**src/rtl/timed_event_queue_defines.svh**
```systemverilog
// Shared assertion macros for the timed event queue
`ifndef TIMED_EVENT_QUEUE_DEFINES_SVH
`define TIMED_EVENT_QUEUE_DEFINES_SVH

// Implication checked on every clock edge outside reset
`define TEQ_ASSERT_IMPL(label, ante, cons) \
    label: assert property (@(posedge aclk) disable iff (!aresetn) (ante) |-> (cons)) \
        else $error("timed_event_queue check failed");

// Implication whose consequent is checked in the cycle after the antecedent
`define TEQ_ASSERT_NEXT(label, ante, cons) \
    label: assert property (@(posedge aclk) disable iff (!aresetn) (ante) |=> (cons)) \
        else $error("timed_event_queue check failed");

`endif

```
**src/rtl/teq_pkg.sv**
```systemverilog
package teq_pkg;

    localparam int NumEvents = 32;
    localparam int TimeBits  = 63;
    localparam int IdBits    = 5;

    typedef logic [IdBits-1:0]   id_t;
    typedef logic [TimeBits-1:0] tm_t;

    typedef enum logic [1:0] {
        OP_ENQ    = 2'd0,
        OP_CANCEL = 2'd1,
        OP_EXEC   = 2'd2,
        OP_RESET  = 2'd3
    } op_t;

    typedef enum logic [1:0] {
        KIND_FIRED = 2'd0,
        KIND_WAKE  = 2'd1,
        KIND_IDLE  = 2'd2,
        KIND_SUM   = 2'd3
    } kind_t;

    typedef enum logic [3:0] {
        ST_IDLE,
        ST_DECODE,
        ST_UWALK,
        ST_IWALK,
        ST_XCHECK,
        ST_XOUT,
        ST_SUM,
        ST_OUT,
        ST_RESET
    } state_t;

    // controller -> datapath
    typedef struct packed {
        logic load;        // capture input item
        logic walk_start;  // cur <= head, clear prev
        logic walk_step;   // prev <= cur, cur <= next
        logic do_unlink;   // splice out cur (== id)
        logic do_insert;   // link id before cur
        logic do_pop;      // pop head
        logic clear_all;   // reset cancels all
        logic emit;        // load output register
        kind_t kind;
        logic  last;
    } dp_cmd_t;

    // datapath -> controller
    typedef struct packed {
        op_t  op;
        logic id_ok;
        logic pend_id;
        logic empty;
        logic has;         // walk cursor valid
        logic cur_is_id;
        logic cur_lt_t;    // due[cur] < new time
        logic head_due;    // head due exactly now
        logic out_busy;
    } dp_sts_t;

endpackage

```
**src/rtl/teq_dp.sv**
```systemverilog
module teq_dp (
    input  logic                aclk,
    input  logic                aresetn,
    input  teq_pkg::dp_cmd_t    cmd,
    output teq_pkg::dp_sts_t    sts,
    input  logic [1:0]          in_op,
    input  logic [4:0]          in_event_id,
    input  logic [61:0]         in_delay,
    input  logic [61:0]         in_now,
    output logic                out_valid,
    input  logic                out_ready,
    output logic [1:0]          out_kind,
    output logic [4:0]          out_fired_event,
    output logic [62:0]         out_wake_time,
    output logic [63:0]         out_next_delta,
    output logic                out_last
);
    // per-event link storage held in flops (read at walk cursor and head)
    teq_pkg::tm_t due_reg  [teq_pkg::NumEvents];
    teq_pkg::id_t link_reg [teq_pkg::NumEvents];
    logic [teq_pkg::NumEvents-1:0] nval_reg, pend_reg;
    teq_pkg::id_t head_reg, cur_reg, prev_reg;
    logic empty_reg, has_reg, hprev_reg;

    teq_pkg::op_t op_reg;
    teq_pkg::id_t id_reg;
    teq_pkg::tm_t now_reg, t_reg;
    logic ok_reg;

    logic vld_reg;
    logic [1:0] kind_reg;
    teq_pkg::id_t ev_reg;
    logic [62:0] wake_reg;
    logic [63:0] delta_reg;
    logic last_reg;

    teq_pkg::tm_t hd;
    logic [63:0] delta_c;

    assign hd = due_reg[head_reg];

    // summary delta
    always_comb begin
        if (empty_reg) begin
            delta_c = '1;
        end else if (hd < now_reg) begin
            delta_c = '0;
        end else begin
            delta_c = 64'(hd - now_reg);
        end
    end

    assign sts.op        = op_reg;
    assign sts.id_ok     = ok_reg;
    assign sts.pend_id   = pend_reg[id_reg];
    assign sts.empty     = empty_reg;
    assign sts.has       = has_reg;
    assign sts.cur_is_id = (cur_reg == id_reg);
    assign sts.cur_lt_t  = (due_reg[cur_reg] < t_reg);
    assign sts.head_due  = !empty_reg && (hd == now_reg);
    assign sts.out_busy  = vld_reg;

    // input capture
    always_ff @(posedge aclk) begin
        if (cmd.load) begin
            op_reg  <= teq_pkg::op_t'(in_op);
            id_reg  <= in_event_id;
            ok_reg  <= (32'(in_event_id) < teq_pkg::NumEvents);
            now_reg <= teq_pkg::tm_t'(in_now);
            t_reg   <= teq_pkg::tm_t'({1'b0, in_now} + {1'b0, in_delay});
        end
    end

    // list state
    always_ff @(posedge aclk) begin
        if (!aresetn) begin
            pend_reg  <= '0;
            nval_reg  <= '0;
            head_reg  <= '0;
            empty_reg <= 1'b1;
            has_reg   <= 1'b0;
            hprev_reg <= 1'b0;
            cur_reg   <= '0;
            prev_reg  <= '0;
        end else begin
            if (cmd.walk_start) begin
                cur_reg   <= head_reg;
                has_reg   <= !empty_reg;
                hprev_reg <= 1'b0;
            end
            if (cmd.walk_step) begin
                prev_reg  <= cur_reg;
                hprev_reg <= 1'b1;
                has_reg   <= nval_reg[cur_reg];
                cur_reg   <= link_reg[cur_reg];
            end
            if (cmd.do_unlink) begin
                pend_reg[id_reg] <= 1'b0;
                if (has_reg) begin
                    if (hprev_reg) begin
                        nval_reg[prev_reg] <= nval_reg[id_reg];
                        link_reg[prev_reg] <= link_reg[id_reg];
                    end else if (nval_reg[id_reg]) begin
                        head_reg <= link_reg[id_reg];
                    end else begin
                        empty_reg <= 1'b1;
                    end
                end
            end
            if (cmd.do_insert) begin
                if (hprev_reg) begin
                    nval_reg[prev_reg] <= 1'b1;
                    link_reg[prev_reg] <= id_reg;
                end else begin
                    head_reg <= id_reg;
                end
                nval_reg[id_reg] <= has_reg;
                link_reg[id_reg] <= has_reg ? cur_reg : '0;
                due_reg[id_reg]  <= t_reg;
                pend_reg[id_reg] <= 1'b1;
                empty_reg        <= 1'b0;
            end
            if (cmd.do_pop) begin
                if (nval_reg[head_reg]) begin
                    head_reg <= link_reg[head_reg];
                end else begin
                    empty_reg <= 1'b1;
                end
                pend_reg[head_reg] <= 1'b0;
                nval_reg[head_reg] <= 1'b0;
            end
            if (cmd.clear_all) begin
                pend_reg  <= '0;
                nval_reg  <= '0;
                head_reg  <= '0;
                empty_reg <= 1'b1;
            end
        end
    end

    // output register
    always_ff @(posedge aclk) begin
        if (!aresetn) begin
            vld_reg <= 1'b0;
        end else if (cmd.emit) begin
            vld_reg <= 1'b1;
        end else if (out_ready) begin
            vld_reg <= 1'b0;
        end
    end

    always_ff @(posedge aclk) begin
        if (cmd.emit) begin
            kind_reg  <= cmd.kind;
            last_reg  <= cmd.last;
            ev_reg    <= (cmd.kind == teq_pkg::KIND_FIRED) ? head_reg : '0;
            wake_reg  <= (cmd.kind == teq_pkg::KIND_WAKE) ? 63'(t_reg) : '0;
            delta_reg <= (cmd.kind == teq_pkg::KIND_SUM) ? delta_c : '0;
        end
    end

    assign out_valid       = vld_reg;
    assign out_kind        = kind_reg;
    assign out_fired_event = ev_reg;
    assign out_wake_time   = wake_reg;
    assign out_next_delta  = delta_reg;
    assign out_last        = last_reg;
endmodule

```
**src/rtl/teq_ctrl.sv**
```systemverilog
`include "timed_event_queue_defines.svh"
module teq_ctrl (
    input  logic              aclk,
    input  logic              aresetn,
    input  logic              in_valid,
    output logic              in_ready,
    input  teq_pkg::dp_sts_t  sts,
    output teq_pkg::dp_cmd_t  cmd
);
    teq_pkg::state_t state_reg, state_next;

    always_ff @(posedge aclk) begin
        if (!aresetn) begin
            state_reg <= teq_pkg::ST_IDLE;
        end else begin
            state_reg <= state_next;
        end
    end

    always_comb begin
        state_next = state_reg;
        cmd        = '0;
        cmd.kind   = teq_pkg::KIND_SUM;
        in_ready   = 1'b0;
        case (state_reg)
            teq_pkg::ST_IDLE: begin
                in_ready = 1'b1;
                if (in_valid) begin
                    cmd.load   = 1'b1;
                    state_next = teq_pkg::ST_DECODE;
                end
            end
            teq_pkg::ST_DECODE: begin
                cmd.walk_start = 1'b1;
                case (sts.op)
                    teq_pkg::OP_ENQ: begin
                        if (!sts.id_ok) state_next = teq_pkg::ST_IDLE;
                        else if (sts.pend_id) state_next = teq_pkg::ST_UWALK;
                        else state_next = teq_pkg::ST_IWALK;
                    end
                    teq_pkg::OP_CANCEL: begin
                        if (!sts.id_ok || !sts.pend_id) state_next = teq_pkg::ST_IDLE;
                        else state_next = teq_pkg::ST_UWALK;
                    end
                    teq_pkg::OP_EXEC:  state_next = teq_pkg::ST_XCHECK;
                    default:           state_next = teq_pkg::ST_RESET;
                endcase
            end
            // find the event, then splice it out
            teq_pkg::ST_UWALK: begin
                if (!sts.has || sts.cur_is_id) begin
                    cmd.do_unlink = 1'b1;
                    if (sts.op == teq_pkg::OP_ENQ) begin
                        state_next = teq_pkg::ST_DECODE;
                    end else begin
                        state_next = teq_pkg::ST_OUT;
                    end
                end else begin
                    cmd.walk_step = 1'b1;
                end
            end
            // walk past earlier due times, then link in
            teq_pkg::ST_IWALK: begin
                if (sts.has && sts.cur_lt_t) begin
                    cmd.walk_step = 1'b1;
                end else begin
                    cmd.do_insert = 1'b1;
                    state_next    = teq_pkg::ST_OUT;
                end
            end
            teq_pkg::ST_XCHECK: begin
                if (!sts.out_busy) begin
                    state_next = sts.head_due ? teq_pkg::ST_XOUT : teq_pkg::ST_SUM;
                end
            end
            teq_pkg::ST_XOUT: begin
                cmd.emit   = 1'b1;
                cmd.kind   = teq_pkg::KIND_FIRED;
                cmd.do_pop = 1'b1;
                state_next = teq_pkg::ST_XCHECK;
            end
            teq_pkg::ST_SUM: begin
                cmd.emit   = 1'b1;
                cmd.kind   = teq_pkg::KIND_SUM;
                cmd.last   = 1'b1;
                state_next = teq_pkg::ST_IDLE;
            end
            // finish for enqueue (wake result) and cancel (idle result only if now empty)
            teq_pkg::ST_OUT: begin
                if (!sts.out_busy) begin
                    state_next = teq_pkg::ST_IDLE;
                    if (sts.op == teq_pkg::OP_ENQ) begin
                        cmd.emit = 1'b1;
                        cmd.kind = teq_pkg::KIND_WAKE;
                        cmd.last = 1'b1;
                    end else if (sts.empty) begin
                        cmd.emit = 1'b1;
                        cmd.kind = teq_pkg::KIND_IDLE;
                        cmd.last = 1'b1;
                    end
                end
            end
            teq_pkg::ST_RESET: begin
                if (!sts.out_busy) begin
                    cmd.clear_all = 1'b1;
                    state_next    = teq_pkg::ST_IDLE;
                    if (!sts.empty) begin
                        cmd.emit = 1'b1;
                        cmd.kind = teq_pkg::KIND_IDLE;
                        cmd.last = 1'b1;
                    end
                end
            end
            default: state_next = teq_pkg::ST_IDLE;
        endcase
    end

    `TEQ_ASSERT_IMPL(a_emit_free, cmd.emit, !sts.out_busy)
    `TEQ_ASSERT_IMPL(a_one_edit, cmd.do_insert, !cmd.do_unlink && !cmd.do_pop)
    `TEQ_ASSERT_NEXT(a_insert_fills, cmd.do_insert, !sts.empty)
    `TEQ_ASSERT_IMPL(a_pop_due, cmd.do_pop, sts.head_due)
endmodule

```
**src/rtl/timed_event_queue.sv**
```systemverilog
// Sorted event queue for up to 32 numbered events. Each input transfer carries
// op in tuser and event_id, delay and now in tdata; the block answers with zero
// or more result transfers, kind in tuser, the final one flagged by tlast.
// Items are handled one at a time. Enqueue of a new event walks the list to
// its insert point (one list node per cycle); re-enqueue of a pending event
// first walks the list to unlink it; cancel walks to unlink; execute pops each
// fired event, then gives a summary; reset clears the list. Output stalls can
// hold the block. The walks are limited by the single link cursor in the
// datapath.
module timed_event_queue (
    input  logic         aclk,
    input  logic         aresetn,
    input  logic         s_tvalid,
    output logic         s_tready,
    // [1:0] op
    input  logic [1:0]   s_tuser,
    // [4:0] event_id, [66:5] delay, [128:67] now
    input  logic [135:0] s_tdata,
    output logic         m_tvalid,
    input  logic         m_tready,
    // [1:0] kind
    output logic [1:0]   m_tuser,
    // [4:0] fired_event, [67:5] wake_time, [131:68] next_delta
    output logic [135:0] m_tdata,
    output logic         m_tlast
);
    teq_pkg::dp_cmd_t cmd;
    teq_pkg::dp_sts_t sts;
    logic [4:0]  ev;
    logic [62:0] wake;
    logic [63:0] delta;

    teq_ctrl u_ctrl (
        .aclk(aclk), .aresetn(aresetn),
        .in_valid(s_tvalid), .in_ready(s_tready),
        .sts(sts), .cmd(cmd)
    );

    teq_dp u_dp (
        .aclk(aclk), .aresetn(aresetn), .cmd(cmd), .sts(sts),
        .in_op(s_tuser), .in_event_id(s_tdata[4:0]),
        .in_delay(s_tdata[66:5]), .in_now(s_tdata[128:67]),
        .out_valid(m_tvalid), .out_ready(m_tready),
        .out_kind(m_tuser), .out_fired_event(ev), .out_wake_time(wake),
        .out_next_delta(delta), .out_last(m_tlast)
    );

    assign m_tdata = {4'b0000, delta, wake, ev};
endmodule

```
**config.mk**
```make
export PLATFORM = sky130hd
export DESIGN_NAME = timed_event_queue
export DESIGN_NICKNAME = d
export VERILOG_FILES = /design/src/rtl/teq_pkg.sv /design/src/rtl/teq_dp.sv /design/src/rtl/teq_ctrl.sv /design/src/rtl/timed_event_queue.sv
export VERILOG_INCLUDE_DIRS = /design/src /design/src/rtl
export SDC_FILE = /design/constraint.sdc
export NUM_CORES = 2
export LEC_CHECK = 0
export ABC_AREA = 0
export BUFFER_PORTS_ARGS = -buffer_cell sky130_fd_sc_hd__buf_2
export CORE_MARGIN = 3
export CORE_UTILIZATION = 31
export CTS_BUF_LIST = sky130_fd_sc_hd__clkbuf_8
export CTS_CLUSTER_DIAMETER = 40
export DETAILED_ROUTE_END_ITERATION = 16
export PLACE_DENSITY = 0.46
export SYNTH_ARGS = -nofsm -noshare
export SYNTH_HDL_FRONTEND = slang
export SYNTH_SLANG_ARGS = --single-unit
```
**constraint.sdc**
```tcl
create_clock -name aclk -period 24.9 [get_ports aclk]
set_clock_uncertainty 0.2 [all_clocks]
set_input_delay 1.245 -clock aclk [delete_from_list [all_inputs] [get_ports aclk]]
set_output_delay 1.245 -clock aclk [all_outputs]
set_load 0.02 [all_outputs]
```
-- After elaboration in Yosys (flattened, before gate mapping)
Memories as Yosys holds them, arrays and structs flattened. A register that Yosys moved wholly into a read port is not among the register bits.
Cells that the tools add are included.
- register bits after elaboration: 354
- bits in writable memories: 2176
- input bits: 142
- output and inout port bits: 141
- memories: 2
- memory list (memory ; depth ; bits a word ; read ports ; clocked after Yosys merged registers in ; write ports ; RTL line ; source):
    u_dp.due_reg ; 32 ; 63 ; 2 ; 2 ; 1 ; teq_dp.sv:19 ; teq_pkg::tm_t due_reg [teq_pkg::NumEvents];
    u_dp.link_reg ; 32 ; 5 ; 3 ; 3 ; 2 ; teq_dp.sv:20 ; teq_pkg::id_t link_reg [teq_pkg::NumEvents];
- $add $sub $neg: 2
- magnitude comparators: 9
- eq/ne operators: 19
- muxes and demuxes: 107
- bitwise gates (word level): 9
- reduce and logical (&&, ||, !) cells: 16
- operators with widths (operator ; count):
    2-to-1 mux 32 bit ; 15
    2-to-1 mux 64 bit ; 2
    2-to-1 mux 5 bit ; 20
    AND 32 bit ; 3
    bitwise mux 32 bit ; 2
    inverter 32 bit ; 2
    OR 32 bit ; 2
    subtractor 63 x 62 -> 64 bit ; 1
    adder 62 x 62 -> 63 bit ; 1
    equality test 63 x 62 -> 1 bit ; 1
    less-than comparator 63 x 62 -> 1 bit ; 1
    less-than comparator 63 bit ; 1
    2-to-1 mux 1 bit ; 44
    2-to-1 mux 4 bit ; 9
    one-hot mux 4 bit (7 select lines) ; 1
    less-than comparator 5 x 6 -> 1 bit (second input constant) ; 4
    binary-select mux 1 bit (select 5 bit) ; 4
    equality test 4 x 3 -> 1 bit (second input constant) ; 4
    demux 1 bit (select 5 bit) ; 3
    greater-or-equal comparator 5 x 1 -> 1 bit (second input constant) ; 3
    one-hot mux 3 bit (4 select lines) ; 1
    one-hot mux 4 bit (3 select lines) ; 1
    equality test 4 x 2 -> 1 bit (second input constant) ; 2
    inequality test 2 bit (second input constant) ; 4
    other kinds (20) ; 31

-- Longest topological paths before layout
- word-level depth: 18
- depth in mapped cells: 22
- depth with buffers taken out: 17

-- By module
A second synthesis with hierarchy kept.
- cells, all modules: 7269
- area total of the unflattened synthesis: 125070.0 um^2
- by module, submodules not included (module ; instances ; cells an instance ; area an instance (um^2) ; seq. area each (um^2)):
    teq_dp ; 1 ; 7193 ; 124505.7 ; 75222.1
    teq_ctrl ; 1 ; 71 ; 530.5 ; 80.1
    timed_event_queue ; 1 ; 5 ; 33.8 ; 0.0

-- Worst setup path after synthesis
Ideal clock, no wire load.
- path kind: register -> register
- start: reg with a tool-made name
- end: mem u_dp.link_reg[19][1] (netlist name) (data pin)
- setup time: 0.383 ns
- arrival: 8.029 ns
- required time: 24.317 ns
- path slack: 16.289 ns
- cell stages (with the launch flop): 22
- buffers on the path: 8
- cell sequence: dfxtp_1 > buf_4 > buf_6 > clkbuf_1 > buf_1 > buf_1 > mux4_2 > mux4_2 > mux2_2 > ha_1 > nand4_1 > nor4_1 > and2_1 > a31oi_1 > o21ai_2 > and2_1 > buf_6 > nand2_4 > buf_6 > buf_6 > nor2_1 > mux2i_1
- RTL lines (item ; RTL line):
    end, declared ; teq_dp.sv:20

==> impl_metrics.xml <==
<?xml version="1.0" encoding="UTF-8"?>
<metrics>
  <group name="power">
    <metric name="max-vdd-ir-drop" unit="mV">0.0614</metric>
    <metric name="powerDensity" unit="nW/µm²">89.3</metric>
    <metric name="power.static_leakage" unit="µW">0.0450</metric>
  </group>
  <group name="placement">
    <metric name="port_buffers" unit="">271</metric>
    <metric name="place.detailed.instances" unit="">12600</metric>
    <metric name="dpl.hpwl" unit="µm">278000</metric>
    <metric name="globalplace.congestion" unit="">0.898</metric>
  </group>
  <group name="floorplan">
    <metric name="die_area" unit="µm²">412000</metric>
    <metric name="die_width" unit="µm">642</metric>
    <metric name="placementRows" unit="">232</metric>
    <metric name="floorplan.io_pins" unit="">283</metric>
    <metric name="floorplan.core_area" unit="µm²">401000</metric>
    <metric name="initial_util" unit="%">31.3</metric>
    <metric name="fp.dieH" unit="µm">642</metric>
  </group>
  <group name="routing">
    <metric name="num_vias" unit="">79600</metric>
    <metric name="avgRoutedWirePerCell" unit="µm">35.0</metric>
    <metric name="vias_per_cell" unit="">5.85</metric>
    <metric name="wl" unit="µm">477000</metric>
    <metric name="drt_iter0_drc" unit="">9962</metric>
    <metric name="ant_nets" unit="">0</metric>
    <metric name="drcViolationCount" unit="">0</metric>
    <metric name="dr.pass1.iters" unit="">6</metric>
  </group>
  <group name="synth">
    <metric name="post-synth-top-area-cell" unit="">edfxtp_1</metric>
    <metric name="main_flop_type_after_synthesis" unit="">edfxtp_1</metric>
    <metric name="yosysUniqueCellTypes" unit="">87</metric>
    <metric name="synth_top_area_share" unit="%">58.5</metric>
    <metric name="number_of_enable_flip_flop_cells_after_synthesis" unit="">2443</metric>
    <metric name="synth_top_cells_by_area" unit="">edfxtp_1, mux4_2, ha_1</metric>
    <metric name="netlist_instances" unit="">7243</metric>
    <metric name="post_synth_most_frequent_cells" unit="">edfxtp_1, mux4_2, o21ai_0</metric>
    <metric name="synth_async_sr_flop_share" unit="%">0</metric>
    <metric name="per_instance_average_area_after_synthesis" unit="µm²">17.3</metric>
    <metric name="post_synthesis_sequential_element_count" unit="">2540</metric>
    <metric name="synthMostInstantiatedCell" unit="">edfxtp_1</metric>
    <metric name="synth_sequential_area_ratio" unit="%">60.1</metric>
    <metric name="synthesis.area" unit="µm²">125000</metric>
    <metric name="yosys_warnings" unit="">0</metric>
  </group>
  <group name="critical_path">
    <metric name="timing.critical_path.arrival" unit="ps">13240</metric>
    <metric name="worst-endpoint-required" unit="ps">25460</metric>
    <metric name="worst_setup_path_end_kind" unit="">flip-flop</metric>
    <metric name="rrSetupSlack" unit="ps">12210</metric>
    <metric name="worstPathMaxFanout" unit="">87</metric>
    <metric name="worstRegToRegCells" unit="">21</metric>
    <metric name="worst_r2r_endpoint" unit="">u_dp.due_reg[4][60]</metric>
    <metric name="timing.setup.critical_path_class" unit="">reg2reg</metric>
    <metric name="worstSetupStartpointType" unit="">flip-flop</metric>
    <metric name="setup.worst_path.end" unit="">u_dp.due_reg[4][60]</metric>
  </group>
  <group name="timing">
    <metric name="hold_violations" unit="">0</metric>
    <metric name="rsz0062_at_grt" unit="">no</metric>
    <metric name="final_clock_period_utilization_by_the_worst_path" unit="%">51.0</metric>
    <metric name="finalSetupViolations" unit="">0</metric>
    <metric name="relSlewSlack" unit="%">9.73</metric>
    <metric name="slew_viol_final" unit="">0</metric>
    <metric name="fmax" unit="MHz">78.8</metric>
    <metric name="timing.setup.tns" unit="ps">0</metric>
    <metric name="worstMarginPinSlew" unit="ps">1350</metric>
    <metric name="final.min_clock_period" unit="ps">12690</metric>
  </group>
  <group name="clocking">
    <metric name="htree_levels" unit="">6</metric>
    <metric name="path_clk_slew" unit="ps">50</metric>
    <metric name="worstSkewPairLatency" unit="ps">1180</metric>
    <metric name="cts.sink_count" unit="">2540</metric>
    <metric name="cts_buffer_depth" unit="">4</metric>
    <metric name="postCtsSetupBuffers" unit="">0</metric>
    <metric name="clk_root_buffer_cell" unit="">clkbuf_8</metric>
    <metric name="cts_tree" unit="">done</metric>
    <metric name="ctsResizeCount" unit="">0</metric>
    <metric name="cts_buffers" unit="">530</metric>
  </group>
  <group name="layout">
    <metric name="share_of_final_layout_standard_cells_stronger_than_drive_strength_1" unit="%">32.9</metric>
    <metric name="largest_register_ffs" unit="">2016</metric>
    <metric name="final_net_count" unit="">8152</metric>
    <metric name="area_growth_syn_to_layout" unit="%">15.4</metric>
    <metric name="fill_cells" unit="">37800</metric>
    <metric name="fin_cells" unit="">13600</metric>
  </group>
  <group name="global_route">
    <metric name="grt.total_usage" unit="%">22.5</metric>
    <metric name="number_of_antenna_violations_at_the_first_check_in_global_routing" unit="">27</metric>
    <metric name="grt_start_max_net_pins" unit="">127</metric>
    <metric name="via_count_of_the_first_global_routing_pass" unit="">81700</metric>
    <metric name="grt.overflow.total" unit="">0</metric>
    <metric name="grt_first_pass_wirelength" unit="µm">657000</metric>
  </group>
  <group name="hold_path">
    <metric name="worstHoldPathCells" unit="">1</metric>
    <metric name="hold_path_class" unit="">in2reg</metric>
  </group>
  <group name="status">
    <metric name="outcome" unit="">finished, final reports clean</metric>
  </group>
  <group name="flow_run">
    <metric name="max_cap_violations" unit="">0</metric>
  </group>
</metrics>
==> layout make-up <==
| cell class | count | area (µm²) | share of cell area (%) |
|---|---|---|---|
| well taps | 5382 | 6730 | 4.66 |
| clock buffers | 544 | 7490 | 5.18 |
| repair buffers | 562 | 3880 | 2.69 |
| clock inverters | 400 | 2850 | 1.97 |
| diodes | 9 | 22.5 | 0.0156 |
| inverters | 193 | 772 | 0.534 |
| multi-input cells | 3995 | 47500 | 32.9 |
| flip-flops and latches | 2540 | 75300 | 52.1 |
==> through the flow <==
| step | area (µm²) | utilization [%] | total power, µW | hold WS (ps) | setup slack (ps) |
|---|---|---|---|---|---|
| floorplan | 125000 | - | 7320 | 245 | 16290 |
| global placement | 134000 | 33.3 | 8520 | 262 | 11970 |
| detailed placement | 134000 | 33.3 | 8540 | 267 | 12030 |
| CTS | 145000 | 36.1 | 13000 | 9.31 | 11990 |
| global route | 145000 | 36.1 | 13400 | 69.4 | 11670 |
| finish | 145000 | 36.1 | 12900 | 142 | 12210 |
==> cells in the final DEF, fill, tap and decap left out, types with 16 or more instances in the layout <==
cell           Yosys  layout
edfxtp_1        2443    2443
mux4_2          1306    1306
clkbuf_8           0     544
o21ai_0          390     390
inv_1            190     297
a21oi_1          284     284
a22oi_1          274     274
buf_2             22     271
nand2_1          240     238
buf_4              8     214
nor2_1           216     194
ha_1             186     186
clkinv_1           3     124
nand4_1          105     105
mux2_2            94      94
and2_1            88      87
dfxtp_1           97      87
nand3_1           86      86
mux2i_1           75      74
a21o_1            71      71
xnor2_1           70      70
dlygate4sd3_1      0      62
clkinv_2           0      53
a211oi_1          42      42
xor2_1            42      42
nor3_1            40      38
clkinvlp_4         0      38
bufinv_16          0      35
and3_1            34      33
inv_6              0      29
nor2_4             1      24
o21a_1            23      23
o21bai_1          19      19
o31ai_1           19      19
a31oi_1           16      16
==> power by group <==
group | switching, µW | leakage, µW | internal [µW] | total [µW]
clock | 2010 | 0.00561 | 2410 | 4420
combinational | 2050 | 0.0165 | 1070 | 3120
sequential | 150 | 0.0229 | 5220 | 5370
total | 4200 | 0.0450 | 8710 | 12900
==> worst max-delay path, cell delays in order (launching register included) <==
cell and delay [ps]:
dfxtp_4 970, buf_4 680, buf_4 880, buf_12 630, buf_4 870, mux4_2 620, mux4_2 490, mux2_2 320
ha_1 310, nand3_1 100, o31ai_1 680, a32o_1 360, a211oi_1 200, o21ai_2 110, buf_4 270, and2_4 190
buf_4 480, nand2_4 230, buf_4 400, nor2_4 1060, buf_4 800, buf_4 840
==> logic make-up (layout without fill, tap and decap cells) <==
kind of cell	Yosys count	count (layout)	share of synthesized area [%]
DFF	2540	2540	60.1
muxes	1475	1475	24.9
AOI/OAI and AO/OA	1285	1285	6.44
and+or+nand+nor	931	931	3.72
buffers and inverters	711	1699	2.20
adders and majority gates	188	188	1.89
xor gates and xnor gates	112	112	0.782
other	1	13	0.00299
==> worst min path at each step <==
| stage | start | endpoint |
|---|---|---|
| after detailed placement | u_dp.pend_reg[6] | u_dp.pend_reg[6] |
| after CTS | s_tdata[126] | u_dp.now_reg[59] |
| after floorplan | u_dp.nval_reg[18] | u_dp.nval_reg[18] |
| final | s_tdata[126] | u_dp.now_reg[59] |
| after global routing | s_tdata[126] | u_dp.now_reg[59] |
| after global placement | u_dp.pend_reg[22] | u_dp.pend_reg[22] |
==> layer usage <==
layer | global-route usage (%) | vias up | wire length, µm
met5 | 0 | - | 26
met4 | 7.19 | 4 | 15800
met3 | 3.90 | 824 | 37500
met2 | 35.4 | 3941 | 221000
met1 | 31.6 | 43100 | 203000
li1 | - | 31800 | -
==> repair_timing <==
item                                    4_1_cts  5_1_grt
endpoints found under the hold margin        62        0
endpoints found under the setup margin        0        0
hold buffers                                 62        0
(Power assumes the default switching activity.)
